File: config.mk
export PLATFORM = sky130hd
export DESIGN_NAME = wlsg_lane
export DESIGN_NICKNAME = d
export VERILOG_FILES = /design/src/sv/wlsg_pkg.sv /design/src/sv/wlsg_lane.sv
export SDC_FILE = /design/constraint.sdc
export NUM_CORES = 2
export LEC_CHECK = 0
export BUFFER_PORTS_ARGS = -buffer_cell sky130_fd_sc_hd__buf_4
export CAP_MARGIN = 20
export CORE_MARGIN = 2
export CORE_UTILIZATION = 43
export CTS_CLUSTER_SIZE = 24
export DETAILED_ROUTE_END_ITERATION = 12
export HOLD_SLACK_MARGIN = 0.02
export PLACE_DENSITY = 0.71
export SYNTH_ARGS = -nofsm -noshare
export SYNTH_HDL_FRONTEND = slang
export SYNTH_SLANG_ARGS = --single-unit
export TNS_END_PERCENT = 5
File: constraint.sdc
create_clock -name clock -period 9.4 [get_ports clock]
set_input_delay 1.88 -clock clock [delete_from_list [all_inputs] [get_ports clock]]
set_output_delay 1.88 -clock clock [all_outputs]
set_load 0.03 [all_outputs]
File: src/sv/wlsg_pkg.sv
`timescale 1ns / 1ps
// Shared types, constants and helpers for the weighted least-squares gradient block.
// Depends on nothing; every other file imports it.
package wlsg_pkg;

   localparam int DATA_W = 32;
   localparam int ACC_W = 64;
   localparam int WIDE_W = 130;
   localparam int MIN_DIST_W = 17;
   localparam int MAX_VARS = 4;
   localparam int NUM_VARS_DEF = 4;
   localparam int FRAC_BITS_DEF = 16;
   localparam int ADDR_W = 3;

   localparam logic [MIN_DIST_W-1:0] MIN_DIST_RESET = 17'd1;
   localparam logic REG_MIN_DISTANCE = 1'b0;

   typedef enum logic [3:0] {
      ST_IDLE,
      ST_LOAD,
      ST_SUM,
      ST_SQRT,
      ST_CHECK,
      ST_TERM,
      ST_ACC,
      ST_FINISH,
      ST_SOLVE
   } top_state_type;

   typedef enum logic [2:0] {
      SV_IDLE,
      SV_MULA,
      SV_MULB,
      SV_EVAL,
      SV_DIV,
      SV_STORE,
      SV_DONE
   } solve_state_type;

   typedef struct packed {
      logic done;
      logic singular;
   } solve_status_type;

   function automatic logic [DATA_W-1:0] mag32(input logic [DATA_W-1:0] v);
      return v[DATA_W-1] ? (~v + 1'b1) : v;
   endfunction

endpackage

File: src/sv/wlsg_lane.sv
`timescale 1ns / 1ps
// One lane: a 32x32 product divided by the distance, one quotient bit per cycle.
// Depends on wlsg_pkg.
module wlsg_lane (
   input  logic                       clock,
   input  logic                       reset,
   input  logic                       start,
   input  logic [wlsg_pkg::DATA_W-1:0] a,
   input  logic [wlsg_pkg::DATA_W-1:0] b,
   input  logic                       neg,
   input  logic [wlsg_pkg::DATA_W-1:0] d,
   output logic                       done,
   output logic [wlsg_pkg::ACC_W-1:0] term
);
   import wlsg_pkg::*;

   localparam int CNT_W = $clog2(ACC_W + 1);

   logic [ACC_W-1:0]  dvd_ff;
   logic [DATA_W-1:0] rem_ff;
   logic [CNT_W-1:0]  cnt_ff;
   logic              run_ff;
   logic              done_ff;
   logic [ACC_W-1:0]  prod;
   logic [DATA_W:0]   r2;
   logic              ge;
   logic [DATA_W:0]   rem_in;

   assign prod = a * b;
   assign r2 = {rem_ff, dvd_ff[ACC_W-1]};
   assign ge = r2 >= {1'b0, d};
   assign rem_in = ge ? (r2 - {1'b0, d}) : r2;

   always_ff @(posedge clock) begin
      if (reset) begin
         run_ff <= 1'b0;
         done_ff <= 1'b0;
         cnt_ff <= '0;
      end else begin
         done_ff <= 1'b0;
         if (start) begin
            dvd_ff <= prod;
            rem_ff <= '0;
            cnt_ff <= CNT_W'(ACC_W);
            run_ff <= 1'b1;
         end else if (run_ff) begin
            dvd_ff <= {dvd_ff[ACC_W-2:0], ge};
            rem_ff <= rem_in[DATA_W-1:0];
            cnt_ff <= cnt_ff - 1'b1;
            if (cnt_ff == CNT_W'(1)) begin
               run_ff <= 1'b0;
               done_ff <= 1'b1;
            end
         end
      end
   end

   assign done = done_ff;
   assign term = neg ? (~dvd_ff + 1'b1) : dvd_ff;

endmodule

Word-level counts from Yosys, hierarchy flattened. Cells that the tools add are included.

$add $sub $neg: 3. $mul: 1. $lt $le $gt $ge: 1. Eq/ne operators: 1. Mux-type cells: 11. Bitwise operators: 3. Reductions and logical operators: 4.

Operators by type and width (number): 64-bit 2-to-1 mux (3); 64-bit by 1-bit adder with 64-bit output, second input constant (1); 32-bit by 32-bit multiplier with 64-bit output (1); 32-bit 2-to-1 mux (2); 64-bit inverter (1); 33-bit by 32-bit greater-or-equal comparator with 1-bit output (1); 32-bit subtractor (1); 7-bit 2-to-1 mux (2); 7-bit by 1-bit equality test with 1-bit output, second input constant (1); 7-bit by 1-bit subtractor with 7-bit output, second input constant (1); 1-bit 2-to-1 mux (4); 3-bit OR reduction (1); 1-bit inverter (2); 2-bit AND reduction (1); 2-bit nonzero test (1); 2-bit OR reduction (1).

Register bits after elaboration: 105. Bits of input ports: 100. Output and inout bits: 65. Word-level logic and storage cells: 30.

Depth between registers and ports, before layout.
Depth after elaboration: 4. Depth in mapped cells: 28.

Worst setup path after synthesis. OpenSTA, ideal clock, no wires.

Path type: in2reg. From: input port b[17] in the netlist's numbering. To: register dvd_ff[50] (data pin). Setup time: 0.260 ns. Arrival: 8.580 ns. Data required time: 9.140 ns. Path slack: 0.561 ns. Cell stages on the path: 24. Path buffers: 1. Path through: clkbuf_1 and2_1 fa_1 inv_1 fa_1 inv_1 fa_1 inv_1 fa_1 inv_1 fa_1 fa_1 fa_1 fa_1 ha_1 and2_1 nand3_1 or3_1 a2111oi_0 or2_2 a31oi_1 o41ai_1 xor2_1 mux2_2.

Word-level cells in the longest chain between the ends: 2.

RTL lines: from (decl) (line wlsg_lane.sv:9) `input logic [wlsg_pkg::DATA_W-1:0] b,`; 32-bit by 32-bit multiplier with 64-bit output (line wlsg_lane.sv:29) `assign prod = a * b;`; 64-bit 2-to-1 mux (line wlsg_lane.sv:41) `if (start) begin`; to (signal assigned) (line wlsg_lane.sv:42) `dvd_ff <= prod;`; to (signal assigned) (line wlsg_lane.sv:47) `dvd_ff <= {dvd_ff[ACC_W-2:0], ge};`; to (decl) (line wlsg_lane.sv:19) `logic [ACC_W-1:0] dvd_ff;`.

No other way between the ends. A chain may end at the register's enable or synchronous reset.

Worst setup path after layout.
From: input port a[13] in the netlist's numbering. To: register dvd_ff[49] (data pin).

Word-level cells in the longest chain between the ends: 2.

RTL lines: from (decl) (line wlsg_lane.sv:8) `input logic [wlsg_pkg::DATA_W-1:0] a,`; 32-bit by 32-bit multiplier with 64-bit output (line wlsg_lane.sv:29); 64-bit 2-to-1 mux (line wlsg_lane.sv:41).

No other way between the ends.

==> results.rst <==
.. list-table::
   :header-rows: 1

   * - Metric
     - Value
   * - Synthesized area per cell
     - 9.13 um^2
   * - Share of final-layout standard cells stronger than drive strength 1
     - 8.12%
   * - Post-DR wirelength/cell
     - 19.0 um
   * - Number of resized instances in the post-cts repair step
     - 0
   * - Terminating pin of the worst hold path
     - cnt_ff[1]$_SDFFE_PP0P_
   * - Starting density of the core
     - 43.2%
   * - Die area
     - 0.0976 mm^2
   * - Category of the worst setup path capture point
     - flop
   * - Depth of the worst register-to-register path
     - 13
   * - Remaining DRCs
     - 0
   * - Nets
     - 5808
   * - Die Wd
     - 312 um
   * - Portion of the post-synthesis area used by sequential elements
     - 7.49%
   * - Via density
     - 5.26
   * - Total count of hold-check failures in the final report
     - 0
   * - Final ANT Viol Nets
     - 0
   * - Worst hold stages
     - 2
   * - FMAX
     - 110 MHz
   * - Vias in the first global route
     - 33900
   * - Most frequent cells in the layout
     - 908 x sky130_fd_sc_hd__inv_1, 897 x sky130_fd_sc_hd__fa_1, 595 x sky130_fd_sc_hd__and2_1
   * - Most used flip-flop cell after synthesis
     - sky130_fd_sc_hd__edfxtp_1
   * - Number of nets produced by synthesis
     - 5776
   * - Total half-perimeter wirelength after legalization and detailed placement
     - 92100 um
   * - Buffer levels on the longest clock path
     - 2
   * - Worst Path Required
     - 9.51 ns
   * - Library cells used by synthesis
     - 71
   * - CP Class
     - input port to flop
   * - Clock buffer count from CTS
     - 9
   * - Detailed-router iteration count before antenna repair
     - 7
   * - GR Overflow Total
     - 0
   * - Antenna violations before repair
     - 5
   * - Maximum level of the CTS H-tree
     - 3
   * - Total of flip-flops plus latches after synthesis
     - 105
   * - Launching element type of the critical path
     - input port
   * - Most frequent standard cell in the layout excluding fill and tap cells
     - sky130_fd_sc_hd__inv_1
   * - Post-synth EDFFs
     - 96
   * - CTS sink cnt
     - 105
   * - Number of port buffers
     - 164
   * - Critical path peak fanout
     - 23
   * - Routability congestion estimate
     - 0.932
   * - Std cell rows
     - 113
   * - Final Critical Period
     - 9.13 ns
   * - Warnings from Yosys
     - 0
   * - Number of buffers inserted to repair setup after CTS
     - 0
   * - Hold-fix buffer count after cts
     - 0
   * - Clock insertion delay at the later pin of the skew report
     - 0.36 ns
   * - Clock tree from TritonCTS
     - built
   * - Wire length the detailed router placed on met1
     - 42500 um
   * - Flop-to-flop setup slack
     - 5.51 ns
   * - Global-route wire length before repair
     - 183000 um
   * - Ports placed on the boundary
     - 165
   * - Run status
     - finished clean
   * - Met3 routed WL
     - 5510 um
   * - Slew headroom
     - 27.7%
   * - Setup repair after global routing missed its margin
     - yes
   * - Uppermost layer routed
     - met4
   * - Global Route Usage Sum
     - 23.7%
   * - Async set-reset flop share out of synthesis
     - 0%
   * - Clock-pin transition on the worst setup and hold timing paths
     - 0.07 ns
   * - Worst reg2reg endpoint
     - rem_ff[4]$_SDFFCE_PP0P_
   * - Core Area
     - 0.0946 mm^2
   * - # setup viols final
     - 0
   * - Worst setup skew after layout
     - 0.00834 ns
   * - Vertical die dimension
     - 312 um
   * - Final Max Slew Viols
     - 0
   * - Post-detailed-routing wire length
     - 110000 um
   * - Area grow syn2layout
     - 7.43%
   * - Reg-to-Reg Start
     - dvd_ff[63]$_DFFE_PP_
   * - Number of vias in the routed layout
     - 30500
   * - Met2 Wirelength
     - 56500 um
   * - Synthesized instance count
     - 4481
   * - Min Hold Slack
     - 0.508 ns
   * - Largest net degree at the start of global routing
     - 81
   * - Max-Cap Viols
     - 0
   * - Starting DRT DRC Count
     - 1889
   * - Worst EP arrival
     - 9.24 ns
   * - Aggregate negative setup slack
     - 0 ns
   * - Worst Tran Pin Value
     - 1.08 ns
   * - Hold Path Class
     - flop to flop
   * - Final Cycle Share
     - 97.1%
   * - Post-route core utilization
     - 46.4%
   * - Startpoint of the tightest hold check path
     - cnt_ff[1]$_SDFFE_PP0P_
   * - CTS root buf
     - sky130_fd_sc_hd__clkbuf_16
   * - Cell area after synthesis
     - 0.0409 mm^2
-- flip-flops by register name, indices dropped and copies added (netlist names) --
register  cells
dvd_ff       64
rem_ff       32
done          1
run_ff        1
cnt_ff        7
-- synthesized netlist by cell type, types with 20 or more instances --
library cell | number | area [um^2]
sky130_fd_sc_hd__nand2_1 | 531 | 1990
sky130_fd_sc_hd__xnor2_1 | 117 | 1020
sky130_fd_sc_hd__a21o_1 | 60 | 450
sky130_fd_sc_hd__mux2_2 | 51 | 574
sky130_fd_sc_hd__a21oi_1 | 121 | 606
sky130_fd_sc_hd__o31ai_1 | 23 | 173
sky130_fd_sc_hd__xor2_1 | 37 | 324
sky130_fd_sc_hd__nor2_1 | 108 | 405
sky130_fd_sc_hd__nor3_1 | 20 | 100
sky130_fd_sc_hd__nand3_1 | 31 | 155
sky130_fd_sc_hd__and2_1 | 595 | 3720
sky130_fd_sc_hd__o21ai_0 | 82 | 410
sky130_fd_sc_hd__fa_1 | 897 | 18000
sky130_fd_sc_hd__clkbuf_1 | 252 | 946
sky130_fd_sc_hd__edfxtp_1 | 96 | 2880
sky130_fd_sc_hd__inv_1 | 908 | 3410
sky130_fd_sc_hd__nand4_1 | 28 | 175
sky130_fd_sc_hd__ha_1 | 298 | 3730
-- cell families (layout without fill, tap and decap cells) --
kind of cell,Yosys count,in the layout,synth area share [%]
buf+inv,1164,1200,10.7
mux,59,59,1.60
simple gates,1409,1409,17.7
flops,105,105,7.49
compound gates,395,395,6.17
other cells,0,6,0
xor+xnor,154,154,3.30
fa+ha+maj,1195,1195,53.0
-- stage by stage --
step / instances / worst slack, ns / area [um^2]
after floorplan: 4481 / 0.561 / 40900
after global placement: 5767 / -0.0660 / 43600
after detailed placement: 5767 / -0.118 / 43600
after CTS: 5782 / 0.249 / 43900
after global routing: 5787 / -0.0000808 / 43900
final: 5788 / 0.274 / 43900
-- layer usage --
layer  up-vias  global-route usage (%)
li1      13600                       -
met1     15600                    28.9
met2       993                    42.4
met3       267                    2.27
met4         0                    10.5
met5         -                       0
-- worst max-delay path by stage --
stage	from	to	slack [ns]	cells after the start
finish	a[13]	dvd_ff[49]$_DFFE_PP_	0.27	25
global route	a[17]	dvd_ff[63]$_DFFE_PP_	-0.00008	23
CTS	a[17]	dvd_ff[49]$_DFFE_PP_	0.25	25
detailed placement	a[15]	dvd_ff[49]$_DFFE_PP_	-0.12	25
global placement	a[17]	dvd_ff[49]$_DFFE_PP_	-0.07	25
floorplan	b[17]	dvd_ff[50]$_DFFE_PP_	0.56	24
-- layout make-up --
| cell class | count | area, um^2 |
|---|---|---|
| fillers | 9021 | 50700 |
| multi-input cells | 3212 | 33500 |
| inverters | 909 | 3410 |
| flip-flops and latches | 105 | 3060 |
| repair buffers | 276 | 2100 |
| well taps | 1265 | 1580 |
| clock buffers | 10 | 229 |
| clock inverters | 5 | 33.8 |
| diodes | 6 | 15.0 |
-- critical path, cell delays in order --
cell and delay, ns:
sky130_fd_sc_hd__buf_4 0.28, sky130_fd_sc_hd__and2_1 0.21, sky130_fd_sc_hd__fa_1 0.45, sky130_fd_sc_hd__fa_1 0.53
sky130_fd_sc_hd__fa_1 0.52, sky130_fd_sc_hd__inv_1 0.05, sky130_fd_sc_hd__fa_1 0.47, sky130_fd_sc_hd__inv_1 0.05
sky130_fd_sc_hd__fa_1 0.48, sky130_fd_sc_hd__fa_1 0.64, sky130_fd_sc_hd__fa_1 0.45, sky130_fd_sc_hd__fa_1 0.47
sky130_fd_sc_hd__ha_1 0.36, sky130_fd_sc_hd__buf_4 0.16, sky130_fd_sc_hd__nand2_1 0.05, sky130_fd_sc_hd__o21ai_0 0.29
sky130_fd_sc_hd__a21oi_1 0.11, sky130_fd_sc_hd__o21ai_1 0.27, sky130_fd_sc_hd__a311oi_1 0.10, sky130_fd_sc_hd__buf_4 0.16
sky130_fd_sc_hd__or3_1 0.42, sky130_fd_sc_hd__o21a_1 0.23, sky130_fd_sc_hd__o21bai_1 0.18, sky130_fd_sc_hd__xor2_1 0.11
sky130_fd_sc_hd__mux2_2 0.28
Power is left out: the tool's default activity adds up to more than one toggle a clock period on the data nets, which glitch-free logic cannot reach.
